## src/hw/rtl/pic_pkg.sv

```systemverilog
`timescale 1ns / 1ps

package pic_pkg;

  typedef enum logic [2:0] {
    OP_REQUEST    = 3'd0,
    OP_RD_CTRL    = 3'd1,
    OP_RD_INDEX   = 3'd2,
    OP_RD_PRIO    = 3'd3,
    OP_RDCLR_PRIO = 3'd4,
    OP_WR_CTRL    = 3'd5,
    OP_WR_PRIO    = 3'd6,
    OP_CHECK      = 3'd7
  } op_t;

  typedef enum logic [2:0] {
    ST_IDLE,
    ST_EXEC,
    ST_RDWAIT,
    ST_SCAN,
    ST_FINISH
  } state_t;

  typedef struct packed {
    op_t  op;
    logic scan_start;
    logic scan_done;
    logic out_free;
  } ctrl_status_t;

  typedef struct packed {
    logic busy;
    logic exec;
    logic rd_wait;
    logic scan;
    logic finish;
  } ctrl_cmd_t;

  localparam int unsigned LEVEL_BITS  = 4;
  localparam int unsigned DISABLE_BIT = 6;
  localparam int unsigned MAX_SCAN    = 31;
  localparam logic [4:0]  NONE_FOUND  = 5'd31;

endpackage

```

## src/hw/rtl/pic_ram.sv

```systemverilog
`timescale 1ns / 1ps

module pic_ram #(
  parameter int unsigned WIDTH = 32,
  parameter int unsigned DEPTH = 32
) (
  input  logic                     clk,
  input  logic                     we,
  input  logic [$clog2(DEPTH)-1:0] waddr,
  input  logic [WIDTH-1:0]         wdata,
  input  logic [$clog2(DEPTH)-1:0] raddr,
  output logic [WIDTH-1:0]         rdata
);

  logic [WIDTH-1:0] mem [DEPTH];

  always_ff @(posedge clk) begin
    if (we) begin
      mem[waddr] <= wdata;
    end
    rdata <= mem[raddr];
  end

endmodule

```

## src/hw/rtl/pic_ctrl.sv

```systemverilog
`timescale 1ns / 1ps

module pic_ctrl (
  input  logic                 clk,
  input  logic                 rst,
  input  logic                 accept,
  input  pic_pkg::ctrl_status_t status,
  output pic_pkg::ctrl_cmd_t    cmd
);

  pic_pkg::state_t state;
  pic_pkg::state_t state_next;

  always_ff @(posedge clk) begin
    if (rst) begin
      state <= pic_pkg::ST_IDLE;
    end else begin
      state <= state_next;
    end
  end

  always_comb begin
    state_next = state;
    case (state)
      pic_pkg::ST_IDLE: begin
        if (accept) begin
          state_next = pic_pkg::ST_EXEC;
        end
      end
      pic_pkg::ST_EXEC: begin
        if (status.op == pic_pkg::OP_RD_CTRL || status.op == pic_pkg::OP_WR_CTRL) begin
          state_next = pic_pkg::ST_RDWAIT;
        end else if (status.op == pic_pkg::OP_CHECK && status.scan_start) begin
          state_next = pic_pkg::ST_SCAN;
        end else begin
          state_next = pic_pkg::ST_FINISH;
        end
      end
      pic_pkg::ST_RDWAIT: begin
        state_next = pic_pkg::ST_FINISH;
      end
      pic_pkg::ST_SCAN: begin
        if (status.scan_done) begin
          state_next = pic_pkg::ST_FINISH;
        end
      end
      pic_pkg::ST_FINISH: begin
        if (status.out_free) begin
          state_next = pic_pkg::ST_IDLE;
        end
      end
      default: begin
        state_next = pic_pkg::ST_IDLE;
      end
    endcase
  end

  always_comb begin
    cmd = '0;
    case (state)
      pic_pkg::ST_IDLE: begin
        cmd.busy = 1'b0;
      end
      pic_pkg::ST_EXEC: begin
        cmd.busy = 1'b1;
        cmd.exec = 1'b1;
      end
      pic_pkg::ST_RDWAIT: begin
        cmd.busy    = 1'b1;
        cmd.rd_wait = 1'b1;
      end
      pic_pkg::ST_SCAN: begin
        cmd.busy = 1'b1;
        cmd.scan = 1'b1;
      end
      pic_pkg::ST_FINISH: begin
        cmd.busy   = 1'b1;
        cmd.finish = 1'b1;
      end
      default: begin
        cmd.busy = 1'b1;
      end
    endcase
  end

endmodule

```

## src/hw/rtl/priority_interrupt_controller.sv

```systemverilog
`timescale 1ns / 1ps
// Register items go from the accepted transaction through EXEC and FINISH to the result;
// control word accesses add a RAM read (RDWAIT), and a check tick can add a line scan
// over at most MIN(NUM_LINES,31) lines that reads one control word a cycle.
// One transaction at a time: a new one is taken once the previous result is registered.
// Reset clears the line, threshold and scan state and out_valid; control words read as zero.
module priority_interrupt_controller #(
  parameter int unsigned NUM_LINES = 32
) (
  input  logic        clk,
  input  logic        rst,
  input  logic        in_valid,
  output logic        in_stall,
  input  logic [2:0]  req_type,
  input  logic [4:0]  line_index,
  input  logic [31:0] write_mask,
  input  logic [31:0] write_value,
  input  logic        cpu_irq_masked,
  output logic        out_valid,
  input  logic        out_stall,
  output logic [31:0] read_data,
  output logic        irq_raise,
  output logic [4:0]  taken_line
);

  localparam int unsigned IDXW       = $clog2(NUM_LINES);
  localparam int unsigned SCAN_LINES =
      (NUM_LINES < pic_pkg::MAX_SCAN) ? NUM_LINES : pic_pkg::MAX_SCAN;
  localparam logic [IDXW-1:0] SCAN_LAST = IDXW'(SCAN_LINES - 1);

  pic_pkg::ctrl_status_t status;
  pic_pkg::ctrl_cmd_t    cmd;
  logic                  accept;

  pic_pkg::op_t op_q;
  logic [4:0]   line_q;
  logic         in_range_q;
  logic [31:0]  wmask_q;
  logic [31:0]  wval_q;
  logic         cpu_masked_q;

  logic [NUM_LINES-1:0] pending;
  logic [NUM_LINES-1:0] enabled;
  logic [NUM_LINES-1:0] word_valid;
  logic [pic_pkg::LEVEL_BITS-1:0] thr;
  logic [4:0]           last_line;
  logic                 armed;

  logic [NUM_LINES-1:0] live;
  logic [IDXW-1:0]      ram_raddr;
  logic [31:0]          ram_rdata;
  logic                 ram_we;
  logic [31:0]          ram_wdata;
  logic                 rd_valid;
  logic [31:0]          cur_word;
  logic [31:0]          new_word;
  logic [IDXW-1:0]      line_addr;

  logic [IDXW-1:0] scan_idx;
  logic [IDXW-1:0] scan_idx_d;
  logic            scan_eval;
  logic            scan_hit;

  logic [31:0] res_data;
  logic        res_irq;
  logic        out_free;

  assign accept    = in_valid && !in_stall;
  assign in_stall  = cmd.busy;
  assign out_free  = !out_valid || !out_stall;
  assign line_addr = line_q[IDXW-1:0];
  assign live      = pending & enabled;
  assign ram_raddr = cmd.scan ? scan_idx : line_addr;
  assign cur_word  = rd_valid ? ram_rdata : 32'd0;
  assign new_word  = (cur_word & ~wmask_q) | (wval_q & wmask_q);
  assign ram_we    = cmd.rd_wait && (op_q == pic_pkg::OP_WR_CTRL) && in_range_q;
  assign ram_wdata = new_word;
  assign scan_hit  = scan_eval && live[scan_idx_d] &&
                     (cur_word[pic_pkg::LEVEL_BITS-1:0] < thr);

  assign status.op         = op_q;
  assign status.scan_start = armed && !cpu_masked_q && (live != '0) && (thr != '0);
  assign status.scan_done  = scan_eval && (scan_hit || scan_idx_d == SCAN_LAST);
  assign status.out_free   = out_free;

  pic_ctrl u_ctrl (
    .clk    (clk),
    .rst    (rst),
    .accept (accept),
    .status (status),
    .cmd    (cmd)
  );

  pic_ram #(
    .WIDTH (32),
    .DEPTH (NUM_LINES)
  ) u_ram (
    .clk   (clk),
    .we    (ram_we),
    .waddr (line_addr),
    .wdata (ram_wdata),
    .raddr (ram_raddr),
    .rdata (ram_rdata)
  );

  // capture the transaction
  always_ff @(posedge clk) begin
    if (accept) begin
      op_q         <= pic_pkg::op_t'(req_type);
      line_q       <= line_index;
      in_range_q   <= {1'b0, line_index} < 6'(NUM_LINES);
      wmask_q      <= write_mask;
      wval_q       <= write_value;
      cpu_masked_q <= cpu_irq_masked;
    end
    rd_valid <= word_valid[ram_raddr];
  end

  always_ff @(posedge clk) begin
    if (rst) begin
      pending    <= '0;
      enabled    <= '0;
      word_valid <= '0;
      thr        <= '0;
      last_line  <= '0;
      armed      <= 1'b0;
      scan_eval  <= 1'b0;
      scan_idx   <= '0;
    end else begin
      if (cmd.exec) begin
        scan_idx  <= '0;
        scan_eval <= 1'b0;
        case (op_q)
          pic_pkg::OP_REQUEST: begin
            if (in_range_q) begin
              pending <= pending | (NUM_LINES'(1) << line_q);
              armed   <= 1'b1;
            end
          end
          pic_pkg::OP_RDCLR_PRIO: begin
            thr <= '0;
          end
          pic_pkg::OP_WR_PRIO: begin
            thr <= (thr & ~wmask_q[pic_pkg::LEVEL_BITS-1:0]) |
                   (wval_q[pic_pkg::LEVEL_BITS-1:0] & wmask_q[pic_pkg::LEVEL_BITS-1:0]);
            pending <= pending & ~(NUM_LINES'(1) << last_line);
            armed   <= 1'b1;
          end
          pic_pkg::OP_CHECK: begin
            armed <= 1'b0;
          end
          default: begin
            armed <= armed;
          end
        endcase
      end
      if (ram_we) begin
        word_valid[line_addr] <= 1'b1;
        enabled[line_addr]    <= !new_word[pic_pkg::DISABLE_BIT];
        armed                 <= 1'b1;
      end
      if (cmd.scan) begin
        scan_eval  <= 1'b1;
        scan_idx_d <= scan_idx;
        if (scan_idx != SCAN_LAST) begin
          scan_idx <= scan_idx + 1'b1;
        end
        if (scan_hit) begin
          last_line <= 5'(scan_idx_d);
        end else if (status.scan_done) begin
          last_line <= pic_pkg::NONE_FOUND;
        end
      end
    end
  end

  // build the result
  always_ff @(posedge clk) begin
    if (cmd.exec) begin
      res_irq <= 1'b0;
      case (op_q)
        pic_pkg::OP_RD_INDEX: begin
          res_data <= {27'd0, last_line};
        end
        pic_pkg::OP_RD_PRIO, pic_pkg::OP_RDCLR_PRIO: begin
          res_data <= {28'd0, thr};
        end
        default: begin
          res_data <= 32'd0;
        end
      endcase
    end
    if (cmd.rd_wait && op_q == pic_pkg::OP_RD_CTRL && in_range_q) begin
      res_data <= cur_word;
    end
    if (cmd.scan && scan_hit) begin
      res_irq <= 1'b1;
    end
  end

  // hold the result until taken
  always_ff @(posedge clk) begin
    if (rst) begin
      out_valid <= 1'b0;
    end else if (cmd.finish && out_free) begin
      out_valid <= 1'b1;
    end else if (!out_stall) begin
      out_valid <= 1'b0;
    end
  end

  always_ff @(posedge clk) begin
    if (cmd.finish && out_free) begin
      read_data  <= res_data;
      irq_raise  <= res_irq;
      taken_line <= last_line;
    end
  end

endmodule
```

## config.mk

```make
export PLATFORM = sky130hd
export DESIGN_NAME = priority_interrupt_controller
export DESIGN_NICKNAME = d
export VERILOG_FILES = /design/src/hw/rtl/pic_pkg.sv /design/src/hw/rtl/pic_ram.sv /design/src/hw/rtl/pic_ctrl.sv /design/src/hw/rtl/priority_interrupt_controller.sv
export SDC_FILE = /design/constraint.sdc
export NUM_CORES = 2
export LEC_CHECK = 0
export BUFFER_PORTS_ARGS = -buffer_cell sky130_fd_sc_hd__buf_4
export CAP_MARGIN = 30
export CORE_MARGIN = 2
export CORE_UTILIZATION = 60
export DETAILED_ROUTE_END_ITERATION = 8
export PLACE_DENSITY = 0.78
export RECOVER_POWER = 100
export SLEW_MARGIN = 10
export SYNTH_ARGS = -nofsm -noshare
export SYNTH_HDL_FRONTEND = slang
export SYNTH_SLANG_ARGS = --single-unit
export TNS_END_PERCENT = 100
```

## constraint.sdc

```tcl
create_clock -name clk -period 7.4 [get_ports clk]
set_input_delay 1.48 -clock clk [delete_from_list [all_inputs] [get_ports clk]]
set_output_delay 1.48 -clock clk [all_outputs]
set_load 0.1 [all_outputs]
```

==> impl_metrics.json <==
{
  "cp_cell_sequence": "nor2b_1 > and4_1 > nand2_1 > clkbuf_1 > nor2_4 > clkbuf_1",
  "synth_most_common_cell": "edfxtp_1",
  "post-route-period-util_pct": 73.9,
  "pre_cts_slack_ps": 3610,
  "diodes": 0,
  "tightest_slew_ps": 4190,
  "power.leakage_uw": 0.0176,
  "slew_headroom_pct": -180,
  "clockRootBuffer": "clkbuf_16",
  "clock_skew_ps": 26.8,
  "cap_violations": 46,
  "pin_count": 117,
  "p_comb_share_pct": 5.5,
  "cp_top_family": "buffers and inverters",
  "fin_util_pct": 68.1,
  "grt_overflow_total": 0,
  "post_drt_wl_per_cell_um": 33.4,
  "cts_resized": 0,
  "clkPwrFrac_pct": 41.5,
  "fmax_mhz": 183,
  "grt_pass1_vias": 27800,
  "critPathMaxFanout": 34,
  "syn_to_final_growth_pct": 12.2,
  "finalSetupTns_ps": 0,
  "cts_setup_buffers": 0,
  "clk_latency_ps": 730,
  "htreeDepth": 4,
  "drt-pass1-iter-count": 6,
  "setup_violations": 0,
  "swShare_pct": 21.8,
  "hold_viol": 0,
  "io_buffers": 116,
  "die_w_um": 292,
  "crit_top_cell": "clkbuf_1",
  "grt_pass1_wl_mm": 190,
  "synth_seq_cells": 1322,
  "min_path_type": "register to register",
  "clkSlewWorstSetupHoldPaths_ps": 60,
  "numCtsBuffers": 130,
  "synth_cell_types": 65,
  "rows": 105,
  "multi_input_area_mm2": 0.0109,
  "endpoint_kind": "register",
  "num_vias": 27800,
  "power.density_mw_per_mm2": 284,
  "yosysSeqAreaShare_pct": 76.7,
  "first_iter_violations": 4298,
  "critPathKind": "register to register",
  "worstPathBufferInverterCount": 2,
  "maxSlewViolCount": 1295,
  "gr-usage-all-layers_pct": 31.6,
  "syn_area_mm2": 0.0498,
  "clk_path_buf_depth": 3,
  "worstPathRequired_ps": 7630,
  "synth.area.top_cells": "edfxtp_1 (71%), mux4_2 (12%), dfxtp_1 (6.0%)",
  "core_mm2": 0.0821,
  "ant_nets": 0,
  "post_drt_via_cell_ratio": 6.95,
  "die_area_mm2": 0.0854,
  "arrival_ps": 5690,
  "p_switching_uw": 3470,
  "start_util_pct": 60.7,
  "slowest_delay_ps": 2800,
  "seqCellArea_mm2": 0.0382,
  "syn_area_per_cell_um2": 19.0,
  "violations": "max-capacitance violations, max-slew violations",
  "die_y_um": 292,
  "finalPower_uw": 15900,
  "async_flop_share_pct": 0,
  "ir_worst_vdd_mv": 0.234,
  "synth_warnings": 0,
  "cts_hold_buf": 0,
  "post-dp-hpwl_mm": 62.8,
  "p_int_uw": 12400,
  "synthFlopType": "edfxtp_1",
  "rsz0062_at_grt": "no",
  "nets": 2906,
  "grt_max_degree": 107,
  "layout_setup_ws_ps": 1930,
  "syn_inst": 2617,
  "yosysTopAreaCell": "edfxtp_1",
  "drt_wl_total_mm": 134,
  "status": "complete, but fails checks",
  "cts_tree": "yes",
  "clock-sinks": 1322,
  "synth_edf_count": 1172,
  "start_kind": "register",
  "cp_slowest_cell": "clkbuf_1",
  "drive_gt1_share_pct": 21.0,
  "syn_nets": 2699,
  "seq_power_share_pct": 53.0,
  "antenna_found_initial": 2,
  "gp_congestion": 0.881,
  "drt_drc_violations_left": 0,
  "n_fill_cell": 5042,
  "synthTopCellsByCount": "edfxtp_1 (1,172), mux4_2 (268), nand2_1 (196), nor2_1 (163), dfxtp_1 (150)",
  "period_minus_slack_ps": 5470,
  "synth_top_area_share_pct": 70.6
}
-- per-layer routing --
metal	vias to the layer above	wire length [um]	track usage (%)	part of all wire, %
met5	-	10	0	0.0075
met4	2	5770	13.6	4.3
met3	372	16000	6.87	12
met2	2169	64800	50.6	49
met1	14200	47100	42.6	35
li1	11000	-	-	-
-- state kept, by name, indices dropped and copies added, names as in the netlist, 32 cells and up --
signal	cells
u_ram.mem	1024
read_data	32
wval_q	32
res_data	32
u_ram.rdata	32
word_valid	32
pending	32
enabled	32
wmask_q	32
-- path summary, 6_finish.rpt --
check,startpoint,end,slack (ps),cells past startpoint
worst min register to register,res_data[7]$_SDFFCE_PN0P_,read_data[7]$_DFFE_PP_,420,0
worst min-delay path,res_data[7]$_SDFFCE_PN0P_,read_data[7]$_DFFE_PP_,420,0
worst max-delay path,op_q[0]$_DFFE_PP_,u_ram.mem[13][14]$_DFFE_PP_,1930,6
worst max register to register,op_q[0]$_DFFE_PP_,u_ram.mem[13][14]$_DFFE_PP_,1930,6
-- cell usage in the layout (no fill, tap or decap), types with 23 or more instances in the layout --
cell type,instances
edfxtp_1,1172
mux4_2,268
nand2_1,188
dfxtp_1,150
nor2_1,143
clkbuf_1,143
clkbuf_16,136
o22ai_1,132
o21ai_0,110
a21oi_1,83
clkbuf_4,72
nand3_1,23
nor4_2,23
-- power by group through the flow --
stage,Clock [uW],Sequential (uW),Combinational [uW]
floorplan,0,8580,573
global placement,0,8560,847
detailed placement,0,8560,893
CTS,6640,8400,908
global route,6890,8420,929
finish,6580,8410,876
-- per-stage QoR --
step | std cells | area, um^2 | hold slack [ps]
after floorplan | 2617 | 49800 | 400
after global placement | 3753 | 52200 | 401
after detailed placement | 3756 | 52300 | 405
after CTS | 3991 | 56500 | 419
after global routing | 3997 | 55900 | 425
final | 3997 | 55900 | 417
-- worst register-to-register path: cells and delay by family (launching register included) --
| kind | cells | cell delay [ps] |
|---|---|---|
| buffers and inverters | 2 | 3280 |
| and+or+nand+nor | 4 | 1110 |
| DFF | 1 | 520 |
-- kinds of logic after synthesis --
family	after synthesis	synth area share, %
flops	1322	76.7
simple gates	506	5.03
compound gates	366	4.33
mux	270	12.2
buf+inv	146	1.67
fa+ha+maj	5	0.126
xor+xnor	2	0.0352
-- area by class of cell --
cell class                      instances  area share, %
Multi-Input combinational cell       1149           19.4
Timing Repair Buffer                  206           2.14
Tap cell                             1070           2.40
Clock buffer                          177           6.49
Inverter                               15          0.101
Sequential cell                      1322           68.3
Clock inverter                         58           1.09
(Power assumes the default switching activity.)
